**src/hdl/dfs_pkg.sv**
```systemverilog
// Shared types, constants and helpers of the delimited field splitter.
// No dependencies; every other file imports this package.
package dfs_pkg;

  // Field length limit and delimiter size
  localparam int unsigned MAX_FIELD_BYTES = 1024;
  localparam int unsigned MAX_DELIM_BYTES = 8;
  localparam int unsigned FLEN_W          = $clog2(MAX_FIELD_BYTES);
  localparam logic [FLEN_W-1:0] FLEN_LIMIT = FLEN_W'(MAX_FIELD_BYTES - 1);

  // Held-byte count and byte index into the 64-bit delimiter word
  localparam int unsigned MC_W   = 3;
  localparam int unsigned DLEN_W = 4;
  localparam logic [DLEN_W-1:0] DLEN_MAX = DLEN_W'(MAX_DELIM_BYTES);

  // Command queue between front and back
  localparam int unsigned QDEPTH  = 4;
  localparam int unsigned QPTR_W  = $clog2(QDEPTH);
  localparam int unsigned QCNT_W  = $clog2(QDEPTH + 1);

  // Configuration register indexes
  localparam int unsigned CFG_IDX_W = 4;
  localparam logic [CFG_IDX_W-1:0] CFG_DELIM_BYTES  = 4'd0;
  localparam logic [CFG_IDX_W-1:0] CFG_DELIM_LENGTH = 4'd1;
  localparam logic [CFG_IDX_W-1:0] CFG_FIRST_FIELD  = 4'd2;
  localparam logic [CFG_IDX_W-1:0] CFG_LAST_FIELD   = 4'd3;

  localparam logic [15:0] FIELD_OPEN = 16'hFFFF;

  // Final result of a command, after any released held bytes
  typedef enum logic [1:0] {
    TAIL_NONE = 2'd0,
    TAIL_DATA = 2'd1,
    TAIL_DONE = 2'd2,
    TAIL_ERR  = 2'd3
  } tail_e;

  typedef struct packed {
    logic [7:0] data_byte;
    logic       end_of_input;
  } in_item_t;

  typedef struct packed {
    logic        has_byte;
    logic [7:0]  out_byte;
    logic [15:0] field_number;
    logic        field_done;
    logic        too_long;
    logic        last_result;
  } out_item_t;

  typedef struct packed {
    logic [63:0]       delim_bytes;
    logic [DLEN_W-1:0] delim_length;
    logic [15:0]       first_field;
    logic [15:0]       last_field;
  } cfg_t;

  // One command expands into rel_cnt released bytes, then the tail result
  typedef struct packed {
    logic [15:0]     field_number;
    logic [MC_W-1:0] rel_cnt;
    tail_e           tail;
    logic [7:0]      data_byte;
  } cmd_t;

  function automatic logic [7:0] delim_byte(input logic [63:0] d, input logic [MC_W-1:0] i);
    delim_byte = d[{i, 3'b000} +: 8];
  endfunction

endpackage

```
**src/hdl/delimited_field_splitter_core.sv**
```systemverilog
// Top level of the delimited field splitter: configuration registers,
// front, command queue and back. Depends on dfs_pkg and the dfs_* modules.
//
// Usage:
//   Input channel: push/full with in_item_i (data_byte, end_of_input). An item
//   is taken at a clock edge with push high and full low.
//   Result channel: empty/pop with out_item_o; the oldest result is shown while
//   empty is low and is taken at an edge with pop high.
//   Configuration: cfg_we_i writes cfg_wdata_i into register cfg_index_i
//   (0 delimiter bytes, 1 delimiter length, 2 first field, 3 last field);
//   other indexes are ignored. Write only while the block is idle.
// Flow:
//   Each item's command passes through the command queue and then the
//   registered result stage. That stage hands out one result per cycle while
//   the receiver takes them; an item has one to eight results, and items
//   with no result never enter it. The front takes one item per cycle while the
//   four-entry command queue has room.
// Reset clears the field state, the error flag and the queue and loads the
// default configuration. When the receiver stalls, the result holds, the
// queue fills and full rises; nothing is lost.
module delimited_field_splitter_core import dfs_pkg::*; (
  input  logic                 clk_i,
  input  logic                 rst_ni,
  input  logic                 cfg_we_i,
  input  logic [CFG_IDX_W-1:0] cfg_index_i,
  input  logic [63:0]          cfg_wdata_i,
  input  logic                 push,
  output logic                 full,
  input  in_item_t             in_item_i,
  output logic                 empty,
  input  logic                 pop,
  output out_item_t            out_item_o
);

  cfg_t cfg_q;
  logic cmd_valid;
  cmd_t cmd;
  logic q_full;
  logic head_valid;
  cmd_t head;
  logic head_pop;

  // Configuration registers
  always_ff @(posedge clk_i or negedge rst_ni) begin
    if (!rst_ni) begin
      cfg_q.delim_bytes  <= 64'h0000_0000_0020_2D20;
      cfg_q.delim_length <= DLEN_W'(3);
      cfg_q.first_field  <= 16'd1;
      cfg_q.last_field   <= 16'd2;
    end else if (cfg_we_i) begin
      unique case (cfg_index_i)
        CFG_DELIM_BYTES:  cfg_q.delim_bytes  <= cfg_wdata_i;
        CFG_DELIM_LENGTH: cfg_q.delim_length <= cfg_wdata_i[DLEN_W-1:0];
        CFG_FIRST_FIELD:  cfg_q.first_field  <= cfg_wdata_i[15:0];
        CFG_LAST_FIELD:   cfg_q.last_field   <= cfg_wdata_i[15:0];
        default:          cfg_q              <= cfg_q;
      endcase
    end
  end

  dfs_front u_front (
    .clk_i       (clk_i),
    .rst_ni      (rst_ni),
    .cfg_i       (cfg_q),
    .push        (push),
    .full        (full),
    .in_item_i   (in_item_i),
    .q_full_i    (q_full),
    .cmd_valid_o (cmd_valid),
    .cmd_o       (cmd)
  );

  dfs_queue u_queue (
    .clk_i   (clk_i),
    .rst_ni  (rst_ni),
    .push_i  (cmd_valid),
    .cmd_i   (cmd),
    .full_o  (q_full),
    .valid_o (head_valid),
    .head_o  (head),
    .pop_i   (head_pop)
  );

  dfs_back u_back (
    .clk_i         (clk_i),
    .rst_ni        (rst_ni),
    .delim_bytes_i (cfg_q.delim_bytes),
    .head_valid_i  (head_valid),
    .head_i        (head),
    .head_pop_o    (head_pop),
    .empty         (empty),
    .pop           (pop),
    .out_item_o    (out_item_o)
  );

endmodule

```
**src/hdl/dfs_front.sv**
```systemverilog
// Front part: accepts bytes, tracks delimiter match and field state,
// and issues at most one result command per item. Depends on dfs_pkg.
module dfs_front import dfs_pkg::*; (
  input  logic     clk_i,
  input  logic     rst_ni,
  input  cfg_t     cfg_i,
  input  logic     push,
  output logic     full,
  input  in_item_t in_item_i,
  input  logic     q_full_i,
  output logic     cmd_valid_o,
  output cmd_t     cmd_o
);

  logic [MC_W-1:0]   mc_q, mc_d;
  logic [15:0]       fc_q, fc_d;
  logic [FLEN_W-1:0] fl_q, fl_d;
  logic              err_q, err_d;

  logic              accept;
  logic [DLEN_W-1:0] len;
  logic              sel;
  logic              fl_full;
  logic              match;
  logic [15:0]       fc_inc;
  logic [MC_W-1:0]   rel_mc;
  cmd_t              cmd;

  assign full   = q_full_i;
  assign accept = push && !q_full_i;

  // Clamp the delimiter length to 1..MAX_DELIM_BYTES
  always_comb begin
    if (cfg_i.delim_length == '0) begin
      len = DLEN_W'(1);
    end else if (cfg_i.delim_length > DLEN_MAX) begin
      len = DLEN_MAX;
    end else begin
      len = cfg_i.delim_length;
    end
  end

  assign sel = (fc_q >= cfg_i.first_field) &&
               ((cfg_i.last_field == FIELD_OPEN) || (fc_q <= cfg_i.last_field));
  assign fl_full = (fl_q >= FLEN_LIMIT);
  assign match   = ({1'b0, mc_q} < len) &&
                   (in_item_i.data_byte == delim_byte(cfg_i.delim_bytes, mc_q));
  assign fc_inc  = (fc_q != FIELD_OPEN) ? fc_q + 16'd1 : fc_q;
  assign rel_mc  = sel ? mc_q : '0;

  // Classify the item and compute the next field state
  always_comb begin
    mc_d  = mc_q;
    fc_d  = fc_q;
    fl_d  = fl_q;
    err_d = err_q;
    cmd.field_number = fc_q;
    cmd.rel_cnt      = '0;
    cmd.tail         = TAIL_NONE;
    cmd.data_byte    = in_item_i.data_byte;
    priority if (err_q) begin
      cmd.tail = TAIL_ERR;
    end else if (in_item_i.end_of_input) begin
      cmd.rel_cnt = rel_mc;
      if ((fl_q != '0) && sel) cmd.tail = TAIL_DONE;
      fc_d = 16'd1;
      fl_d = '0;
      mc_d = '0;
    end else if (match) begin
      if ({1'b0, mc_q} + DLEN_W'(1) == len) begin
        if (sel) cmd.tail = TAIL_DONE;
        fc_d = fc_inc;
        fl_d = '0;
        mc_d = '0;
      end else if (fl_full) begin
        err_d    = 1'b1;
        cmd.tail = TAIL_ERR;
      end else begin
        fl_d = fl_q + FLEN_W'(1);
        mc_d = mc_q + MC_W'(1);
      end
    end else begin
      // Release held bytes, then retest against the first delimiter byte
      cmd.rel_cnt = rel_mc;
      mc_d        = '0;
      if (in_item_i.data_byte == delim_byte(cfg_i.delim_bytes, '0)) begin
        if (len == DLEN_W'(1)) begin
          if (sel) cmd.tail = TAIL_DONE;
          fc_d = fc_inc;
          fl_d = '0;
        end else if (fl_full) begin
          err_d    = 1'b1;
          cmd.tail = TAIL_ERR;
        end else begin
          fl_d = fl_q + FLEN_W'(1);
          mc_d = MC_W'(1);
        end
      end else if (fl_full) begin
        err_d    = 1'b1;
        cmd.tail = TAIL_ERR;
      end else begin
        fl_d = fl_q + FLEN_W'(1);
        if (sel) cmd.tail = TAIL_DATA;
      end
    end
  end

  // Drop commands that yield no result
  assign cmd_valid_o = accept && ((cmd.rel_cnt != '0) || (cmd.tail != TAIL_NONE));
  assign cmd_o       = cmd;

  always_ff @(posedge clk_i or negedge rst_ni) begin
    if (!rst_ni) begin
      mc_q  <= '0;
      fc_q  <= 16'd1;
      fl_q  <= '0;
      err_q <= 1'b0;
    end else if (accept) begin
      mc_q  <= mc_d;
      fc_q  <= fc_d;
      fl_q  <= fl_d;
      err_q <= err_d;
    end
  end

`ifndef ASSERT_OFF
  a_err_sticky: assert property (@(posedge clk_i) disable iff (!rst_ni)
    err_q |=> err_q) else $error("error flag cleared");
  a_len_limit: assert property (@(posedge clk_i) disable iff (!rst_ni)
    fl_q <= FLEN_LIMIT) else $error("field length past limit");
  a_err_cmd: assert property (@(posedge clk_i) disable iff (!rst_ni)
    (accept && err_q) |-> (cmd_valid_o && cmd_o.tail == TAIL_ERR && cmd_o.rel_cnt == '0))
    else $error("error state item without single error result");
`endif

endmodule

```
**src/hdl/dfs_queue.sv**
```systemverilog
// Short command queue that decouples the front and back parts.
// Depends on dfs_pkg.
module dfs_queue import dfs_pkg::*; (
  input  logic clk_i,
  input  logic rst_ni,
  input  logic push_i,
  input  cmd_t cmd_i,
  output logic full_o,
  output logic valid_o,
  output cmd_t head_o,
  input  logic pop_i
);

  cmd_t              mem_q [QDEPTH];
  logic [QPTR_W-1:0] wr_q, rd_q;
  logic [QCNT_W-1:0] cnt_q;

  assign full_o  = (cnt_q == QCNT_W'(QDEPTH));
  assign valid_o = (cnt_q != '0);
  assign head_o  = mem_q[rd_q];

  // Store pushed commands
  always_ff @(posedge clk_i) begin
    if (push_i) mem_q[wr_q] <= cmd_i;
  end

  // Advance pointers and count
  always_ff @(posedge clk_i or negedge rst_ni) begin
    if (!rst_ni) begin
      wr_q  <= '0;
      rd_q  <= '0;
      cnt_q <= '0;
    end else begin
      if (push_i) wr_q <= wr_q + QPTR_W'(1);
      if (pop_i)  rd_q <= rd_q + QPTR_W'(1);
      unique case ({push_i, pop_i})
        2'b10:   cnt_q <= cnt_q + QCNT_W'(1);
        2'b01:   cnt_q <= cnt_q - QCNT_W'(1);
        default: cnt_q <= cnt_q;
      endcase
    end
  end

`ifndef ASSERT_OFF
  a_no_overflow: assert property (@(posedge clk_i) disable iff (!rst_ni)
    push_i |-> (!full_o || pop_i)) else $error("push into full queue");
`endif

endmodule

```
**src/hdl/dfs_back.sv**
```systemverilog
// Back part: expands each command into result items, one per cycle while
// the receiver takes them, into a registered output stage. Depends on dfs_pkg.
module dfs_back import dfs_pkg::*; (
  input  logic        clk_i,
  input  logic        rst_ni,
  input  logic [63:0] delim_bytes_i,
  input  logic        head_valid_i,
  input  cmd_t        head_i,
  output logic        head_pop_o,
  output logic        empty,
  input  logic        pop,
  output out_item_t   out_item_o
);

  logic [MC_W-1:0]   idx_q, idx_d;
  logic              valid_q;
  out_item_t         res_q;
  out_item_t         res;
  logic [MC_W:0]     total;
  logic              is_last;
  logic              load;

  assign total   = {1'b0, head_i.rel_cnt} + ((head_i.tail != TAIL_NONE) ? 4'd1 : 4'd0);
  assign is_last = ({1'b0, idx_q} + 4'd1 == total);
  assign load    = head_valid_i && (!valid_q || pop);

  // Build the result at the current position of the command
  always_comb begin
    res.has_byte     = 1'b0;
    res.out_byte     = 8'd0;
    res.field_number = head_i.field_number;
    res.field_done   = 1'b0;
    res.too_long     = 1'b0;
    res.last_result  = is_last;
    if (idx_q < head_i.rel_cnt) begin
      res.has_byte = 1'b1;
      res.out_byte = delim_byte(delim_bytes_i, idx_q);
    end else begin
      unique case (head_i.tail)
        TAIL_DATA: begin
          res.has_byte = 1'b1;
          res.out_byte = head_i.data_byte;
        end
        TAIL_DONE: res.field_done = 1'b1;
        TAIL_ERR:  res.too_long   = 1'b1;
        default:   res.has_byte   = 1'b0;
      endcase
    end
  end

  assign head_pop_o = load && is_last;
  assign idx_d      = load ? (is_last ? '0 : idx_q + MC_W'(1)) : idx_q;
  assign empty      = !valid_q;
  assign out_item_o = res_q;

  // Hold the result until taken
  always_ff @(posedge clk_i) begin
    if (load) res_q <= res;
  end

  always_ff @(posedge clk_i or negedge rst_ni) begin
    if (!rst_ni) begin
      valid_q <= 1'b0;
      idx_q   <= '0;
    end else begin
      idx_q <= idx_d;
      if (load) begin
        valid_q <= 1'b1;
      end else if (pop) begin
        valid_q <= 1'b0;
      end
    end
  end

`ifndef ASSERT_OFF
  a_pop_head: assert property (@(posedge clk_i) disable iff (!rst_ni)
    head_pop_o |-> head_valid_i) else $error("pop of empty queue");
  a_rest_queued: assert property (@(posedge clk_i) disable iff (!rst_ni)
    (valid_q && !res_q.last_result) |-> (head_valid_i && idx_q != '0))
    else $error("command dropped before its last result");
`endif

endmodule
```
**config.mk**
```make
export PLATFORM = sky130hd
export DESIGN_NAME = delimited_field_splitter_core
export DESIGN_NICKNAME = d
export VERILOG_FILES = /design/src/hdl/dfs_pkg.sv /design/src/hdl/delimited_field_splitter_core.sv /design/src/hdl/dfs_front.sv /design/src/hdl/dfs_queue.sv /design/src/hdl/dfs_back.sv
export SDC_FILE = /design/constraint.sdc
export NUM_CORES = 1
export LEC_CHECK = 0
export BUFFER_PORTS_ARGS = -buffer_cell sky130_fd_sc_hd__clkbuf_2
export CAP_MARGIN = 20
export CELL_PAD_IN_SITES_DETAIL_PLACEMENT = 1
export CELL_PAD_IN_SITES_GLOBAL_PLACEMENT = 1
export CORE_MARGIN = 2
export CORE_UTILIZATION = 45
export DETAILED_ROUTE_END_ITERATION = 7
export PLACE_DENSITY_LB_ADDON = 0.1
export SLEW_MARGIN = 10
export SYNTH_ARGS = -nofsm -noshare
export SYNTH_HDL_FRONTEND = slang
export SYNTH_SLANG_ARGS = --single-unit
export TNS_END_PERCENT = 20
```
**constraint.sdc**
```tcl
create_clock -name clk_i -period 4.7 [get_ports clk_i]
set_input_delay 0.94 -clock clk_i [delete_from_list [all_inputs] [get_ports clk_i]]
set_output_delay 0.94 -clock clk_i [all_outputs]
set_load 0.05 [all_outputs]
```
# Word-level counts from Yosys, hierarchy flattened
# Memories as Yosys holds them, arrays and structs flattened.
# Cells that the tools add are included.
totals:
  ff_bits: 169
  mem_bits_rw: 116
  inputBits: 82
  output_inout_bits: 30
  elab_cells: 142
  memories: 1
classes:
  n_addsub: 11
  n_lt_le_gt_ge: 6
  eq_ne: 18
  shift: 2
  n_mux: 54
  bitwise_logic: 1
  n_reduce_logical: 30
memory_table:
  columns: ["name", "words", "width", "rd", "rd_clocked_by_memory_dff", "write_ports", "line_no", "text"]
  rows:
  - ["u_queue.mem_q", 4, 29, 1, 0, 1, "dfs_queue.sv:14", "cmd_t mem_q [QDEPTH];"]
ops:
  columns: ["op", "count"]
  rows:
  - ["64-bit by 7-bit variable part select with 8-bit output", 2]
  - ["16-bit two-way mux", 6]
  - ["10-bit two-way mux", 6]
  - ["3-bit two-way mux", 10]
  - ["2-bit two-way mux", 9]
  - ["1-bit two-way mux", 17]
  - ["16-bit by 1-bit adder with 16-bit output (second input constant)", 1]
  - ["16-bit == test (second input constant)", 1]
  - ["8-bit == test", 2]
  - ["16-bit >= comparator", 1]
  - ["16-bit less-or-equal comparator", 1]
  - ["8-bit two-way mux", 2]
  - ["16-bit inequality test (second input constant)", 1]
  - ["3-bit nonzero test", 4]
  - ["10-bit by 1-bit adder with 10-bit output (second input constant)", 1]
  - ["10-bit >= comparator (second input constant)", 1]
  - ["2-bit AND reduction", 5]
  - ["10-bit nonzero test", 1]
  - ["3-bit by 1-bit adder with 3-bit output (second input constant)", 3]
  - ["3-bit by 1-bit adder with 4-bit output (second input constant)", 2]
  - ["4-bit by 1-bit == test with 1-bit output (second input constant)", 2]
  - ["4-bit by 2-bit == test with 1-bit output (second input constant)", 2]
  - ["4-bit == test", 2]
  - ["4-bit zero test", 2]
  - ["21 further kinds", 38]

# Logic depth before layout (Yosys ltp)
depth:
  ltp_word: 14
  ltp_mapped: 17
  depth_no_buf: 17

# By module
# Synthesis repeated with hierarchy kept, for this count alone.
unflattened:
  hier_cells: 946
  hier_area_um2: 14084.8
modules_own_cells:
  columns: ["mod", "n_inst", "cells_each", "area_each_um2", "seq_area_each_um2"]
  rows:
  - ["dfs_queue", 1, 184, 4575.6, 3658.5]
  - ["delimited_field_splitter_core", 1, 214, 4078.9, 2514.9]
  - ["dfs_front", 1, 427, 3595.9, 752.0]
  - ["dfs_back", 1, 121, 1834.3, 940.9]

# Worst setup path before layout
# Ideal clock, no wire load.
synth_timing:
  path_type: "reg2reg"
  startpoint: "register u_front.mc_q[1]"
  endpoint: "memory u_queue.mem_q[0][0] (netlist bit) (enable)"
  setup_ps: 415
  arrival_time_ps: 3991
  required_time_ps: 4285
  setup_slack_ps: 294
  path_stages_with_launch: 12
  path_cell_list: "dfrtp_1 buf_6 buf_6 buf_2 mux2_2 o221ai_1 xnor2_1 nor4_4 and2_1 a2111oi_0 o41ai_4 nor2_1"
synth_between:
  elab_chain_len: 11
  word_cells_on_any_way: 19
  cone_classes: "add/sub (1); order compare (1); eq/ne (2); shift (1); mux (9); reduce/logical (5)"
synth_lines:
  columns: ["item", "line_no", "text"]
  rows:
  - ["start: declaration", "dfs_front.sv:15", "logic [MC_W-1:0] mc_q, mc_d;"]
  - ["start signal: assignment", "dfs_front.sv:119", "mc_q <= mc_d;"]
  - ["64-bit by 7-bit variable part select with 8-bit output or 3-bit by 1-bit adder with 4-bit output (tied branches)", "dfs_pkg.sv:68, dfs_front.sv:70", null]
  - ["8-bit == test or 4-bit == test (tied branches)", "dfs_front.sv:47, dfs_front.sv:70", null]
  - ["1-bit logical AND or 2-bit two-way mux (tied branches)", "dfs_front.sv:46, dfs_front.sv:70", null]
  - ["3-bit two-way mux or 2-bit two-way mux (tied branches)", "dfs_front.sv:69", "end else if (match) begin"]
  - ["5-bit two-way mux (*)", "dfs_front.sv:63", "end else if (in_item_i.end_of_input) begin"]
  - ["3-bit two-way mux or 2-bit two-way mux (tied branches)", "dfs_front.sv:61", "priority if (err_q) begin"]
  - ["3-bit nonzero test or 2-bit nonzero test (tied branches)", "dfs_front.sv:109", "assign cmd_valid_o = accept && ((cmd.rel_cnt != '0) || (cmd.tail != TAIL_NONE));"]
  - ["1-bit logical OR (*)", "dfs_front.sv:109", null]
  - ["1-bit logical AND (*)", "dfs_front.sv:109", null]
  - ["1-bit two-way mux (*)", "dfs_queue.sv:24", "if (push_i) mem_q[wr_q] <= cmd_i;"]
  - ["1-bit two-way mux (implied by the code) (*)", "dfs_queue.sv:24", null]
  - ["end: declaration", "dfs_queue.sv:14", null]
# Every way passes the cells marked *; elsewhere a longest branch is shown, timed or not.

# Worst setup path in the final report
layout_timing:
  startpoint: "register u_front.mc_q[1]"
  endpoint: "register u_queue.cnt_q[2]"
layout_between:
  elab_chain_len: 11
  word_cells_on_any_way: 21
  cone_classes: "add/sub (1); order compare (1); eq/ne (4); shift (1); mux (8); reduce/logical (6)"
layout_lines:
  columns: ["item", "line_no", "text"]
  rows:
  - ["64-bit by 7-bit variable part select with 8-bit output or 3-bit by 1-bit adder with 4-bit output (tied branches)", "dfs_pkg.sv:68, dfs_front.sv:70", null]
  - ["8-bit == test or 4-bit == test (tied branches)", "dfs_front.sv:47, dfs_front.sv:70", null]
  - ["1-bit logical AND or 2-bit two-way mux (tied branches)", "dfs_front.sv:46, dfs_front.sv:70", null]
  - ["3-bit two-way mux or 2-bit two-way mux (tied branches)", "dfs_front.sv:69", null]
  - ["5-bit two-way mux (*)", "dfs_front.sv:63", null]
  - ["3-bit two-way mux or 2-bit two-way mux (tied branches)", "dfs_front.sv:61", null]
  - ["3-bit nonzero test or 2-bit nonzero test (tied branches)", "dfs_front.sv:109", null]
  - ["1-bit logical OR (*)", "dfs_front.sv:109", null]
  - ["1-bit logical AND (*)", "dfs_front.sv:109", null]
  - ["2-bit by 1-bit == test with 1-bit output or 2-bit == test (tied branches)", "dfs_queue.sv:36", "unique case ({push_i, pop_i})"]
  - ["3-bit case mux with 2 select lines or 2-bit nonzero test (tied branches)", null, null]
  - ["end signal: assignment", "dfs_queue.sv:37", "2'b10: cnt_q <= cnt_q + QCNT_W'(1);"]
  - ["end signal: assignment", "dfs_queue.sv:38", "2'b01: cnt_q <= cnt_q - QCNT_W'(1);"]
  - ["end signal: assignment", "dfs_queue.sv:39", "default: cnt_q <= cnt_q;"]
  - ["end: declaration", "dfs_queue.sv:16", "logic [QCNT_W-1:0] cnt_q;"]
# Marked as above.
# A chain may end at the register's enable or synchronous reset.

==> metrics <==
Worst Setup End Kind flop; Max VDD drop 0.2846 mV; final hold viol count 0; GPL Wtd Cong 0.8184; Clk Latency, worst-skew pair 0.55 ns; Least-Margin Pin Slew 0.9929 ns; # rows 63; top cells by area, synth edfxtp_1 (32%), dfrtp_1 (24%), mux2_2 (8.7%); TritonCTS clock tree yes; initial antenna violation count 1; Multi-input gate area 0.005418 mm^2; total power 8575 uW; # DRC 0; sequential area share after synthesis 0.5748; ys flop type edfxtp_1; Hold-fix buffers, CTS 0; fin area 0.01579 mm^2; layout cells sized above 1 0.3246; Max Buffers Root-to-Sink 3; post-synth top area share 0.3160; area leader, netlist edfxtp_1; total number of vias 8603; worst slack, placed 0.4549 ns; setup ws final 0.4485 ns; clk_skew 0.02117 ns; register area 0.007868 mm^2; n_diodes 0; Worst path slowest cell dfrtp_1; gr usage total 0.2175; H-tree level count 1; first-pass GRT wire length 52.36 mm; post-synth cell types 65; Synth Warn # 0; minimum clock period 4.251 ns; Async S/R FF share, synth 0.4947; f_max 235.2 MHz; final setup fails 0; Hold Crit Class primary input to async pin; fin cells 1533; CP Cell Sequence buf_4, mux4_2, mux2i_1, xor2_1, nand2_1, nor4_4, and2_1, a2111oi_0, buf_4, o41ai_4, ha_1, inv_1, fa_1, xor2_1, nor2_1, xor2_1; Starting Density 0.4593; commonest non-fill, non-tap cells in the layout edfxtp_1 (144), dfrtp_1 (129), clkbuf_2 (110); CP Class flop to flop; largest net degree at the start of global routing 94; LEAKAGE 0.006420 uW; most common cell after layout, fill and taps aside edfxtp_1; cell area power density 543.2 mW/mm^2; Int Pwr 5689 uW; clk sinks 285; Die W 178.4 um; I/O Pins 112; Mapped Cells 979; buffers and inverters on the worst path 3; Post-synth EDFFs 144; CTS buffer count 31; filler instances 3039; Final ANT Viol Nets 0; Clock power frac 0.266; crit-path max FO 12; delay-heaviest family, CP simple AND/OR/NAND/NOR gates; port bufs 111; max-slew violations 0; CP Data Required Time 5.18 ns; post-synthesis register bit count 285; nets@finish 1251; max incr delay on CP 0.55 ns; Reg power frac 0.425; max_cap viols 0; Post-Syn Area 0.01368 mm^2; combinational share of power 0.309; clk root buf clkbuf_16; switching share of power 0.3366; WL per Instance 21.94 um; Synth Area per Inst 13.98 um^2; die area 0.03182 mm^2; Vias/cell 5.612; Max-slew headroom 0.3381; post_cts resized 0; total gr overflow 0; DR pass1 iterations 4; Area Overhead vs Synth 15.36%; Placed Cells 1476; status finished, final reports clean; Setup Buffers After CTS 0; Die Ht 178.4 um; detailed router's first-iteration violation count 511; HPWL Detailed 24.08 mm; CP Launch Type flop; vias in the first global route 8940; Switch Pwr 2886 uW; routed wire length 33.63 mm; Placed Area 0.01484 mm^2; CP most frequent cell xor2_1; Synthesized Nets 1111; Final Cycle Share 0.9046; core area 0.02980 mm^2; Worst Path Arrival 4.73 ns; RSZ-0062 raised after global routing no; CTS clk-pin slew, worst paths 0.06 ns; setup tns final 0 ns
## final timing paths
check,start,end,slack (ns),cells past startpoint
max reg2reg,u_front.mc_q[1],u_queue.cnt_q[2],0.45,16
max in group asynchronous,rst_ni,cfg_q[46],3.19,2
max,u_front.mc_q[1],u_queue.cnt_q[2],0.45,16
min in group clk_i,u_queue.cnt_q[2],u_queue.cnt_q[2],0.50,1
min reg2reg,u_queue.cnt_q[2],u_queue.cnt_q[2],0.50,1
min,rst_ni,u_front.fc_q[2],0.46,1
## cells by family (layout without fill, tap and decap cells)
family,Yosys count,after routing,share of synthesized area
flops,285,285,0.5748
simple gates,193,193,0.07196
mux,183,183,0.1921
compound gates,131,131,0.06401
buf+inv,105,269,0.03036
fa+ha+maj,50,50,0.04627
xor+xnor,32,32,0.02048
## worst reg2reg max path, stage by stage (launching register included)
cell and delay (ns):
dfrtp_1 0.55, buf_4 0.30, mux4_2 0.53, mux2i_1 0.19, xor2_1 0.18, nand2_1 0.11, nor4_4 0.47, and2_1 0.22
a2111oi_0 0.10, buf_4 0.17, o41ai_4 0.27, ha_1 0.26, inv_1 0.07, fa_1 0.38, xor2_1 0.15, nor2_1 0.11
xor2_1 0.15
## synth_stat cells (24+ instances only)
| cell | count |
|---|---|
| a21oi_1 | 28 |
| nand3_1 | 24 |
| o21ai_0 | 33 |
| dfrtp_1 | 130 |
| mux2_2 | 106 |
| inv_1 | 67 |
| clkbuf_1 | 25 |
| edfxtp_1 | 144 |
| nand2_1 | 45 |
| mux4_2 | 53 |
| ha_1 | 49 |
| nor2_1 | 40 |
## area by class of cell
class / instances / area share
clock buffer: 39 / 0.05104
clock inverter: 18 / 0.009035
inverter: 68 / 0.01617
multi-input combinational: 589 / 0.3432
sequential: 285 / 0.4984
tap: 390 / 0.03091
timing repair buffer: 144 / 0.05128
## sequential cells by signal, indices dropped and copies added, names as in the netlist
signal / cells
u_front.mc_q: 3
u_queue.wr_q: 2
u_front.fc_q: 16
u_queue.cnt_q: 3
u_front.err_q: 1
u_queue.rd_q: 2
u_back.valid_q: 1
cfg_q: 100
u_front.fl_q: 10
u_back.out_item_o: 28
u_back.idx_q: 3
u_queue.mem_q: 116
## per-stage QoR
stage          hold WS (ns)  utilization
6_report             0.4636       0.5298
5_1_grt              0.5240       0.5298
4_1_cts              0.5085       0.5298
3_5_place_dp         0.4975       0.4980
3_3_place_gp         0.4900       0.4980
2_1_floorplan        0.4636            -
## routing by layer
metal / share of wire / wire [um] / global-route usage
met5: 0 / 0 / 0
met4: 0.015 / 516 / 0.04268
met3: 0.033 / 1125 / 0.02579
met2: 0.47 / 15970 / 0.3501
met1: 0.48 / 16020 / 0.3208
## power groups by stage
stage	Clock (uW)	Sequential, uW	Combinational (uW)
6_report	2280	3650	2650
5_1_grt	2440	3720	2880
4_1_cts	2340	3650	2690
3_5_place_dp	0	3700	2670
3_3_place_gp	0	3670	2620
2_1_floorplan	0	3960	1560
Power figures use the tool's default switching activity.
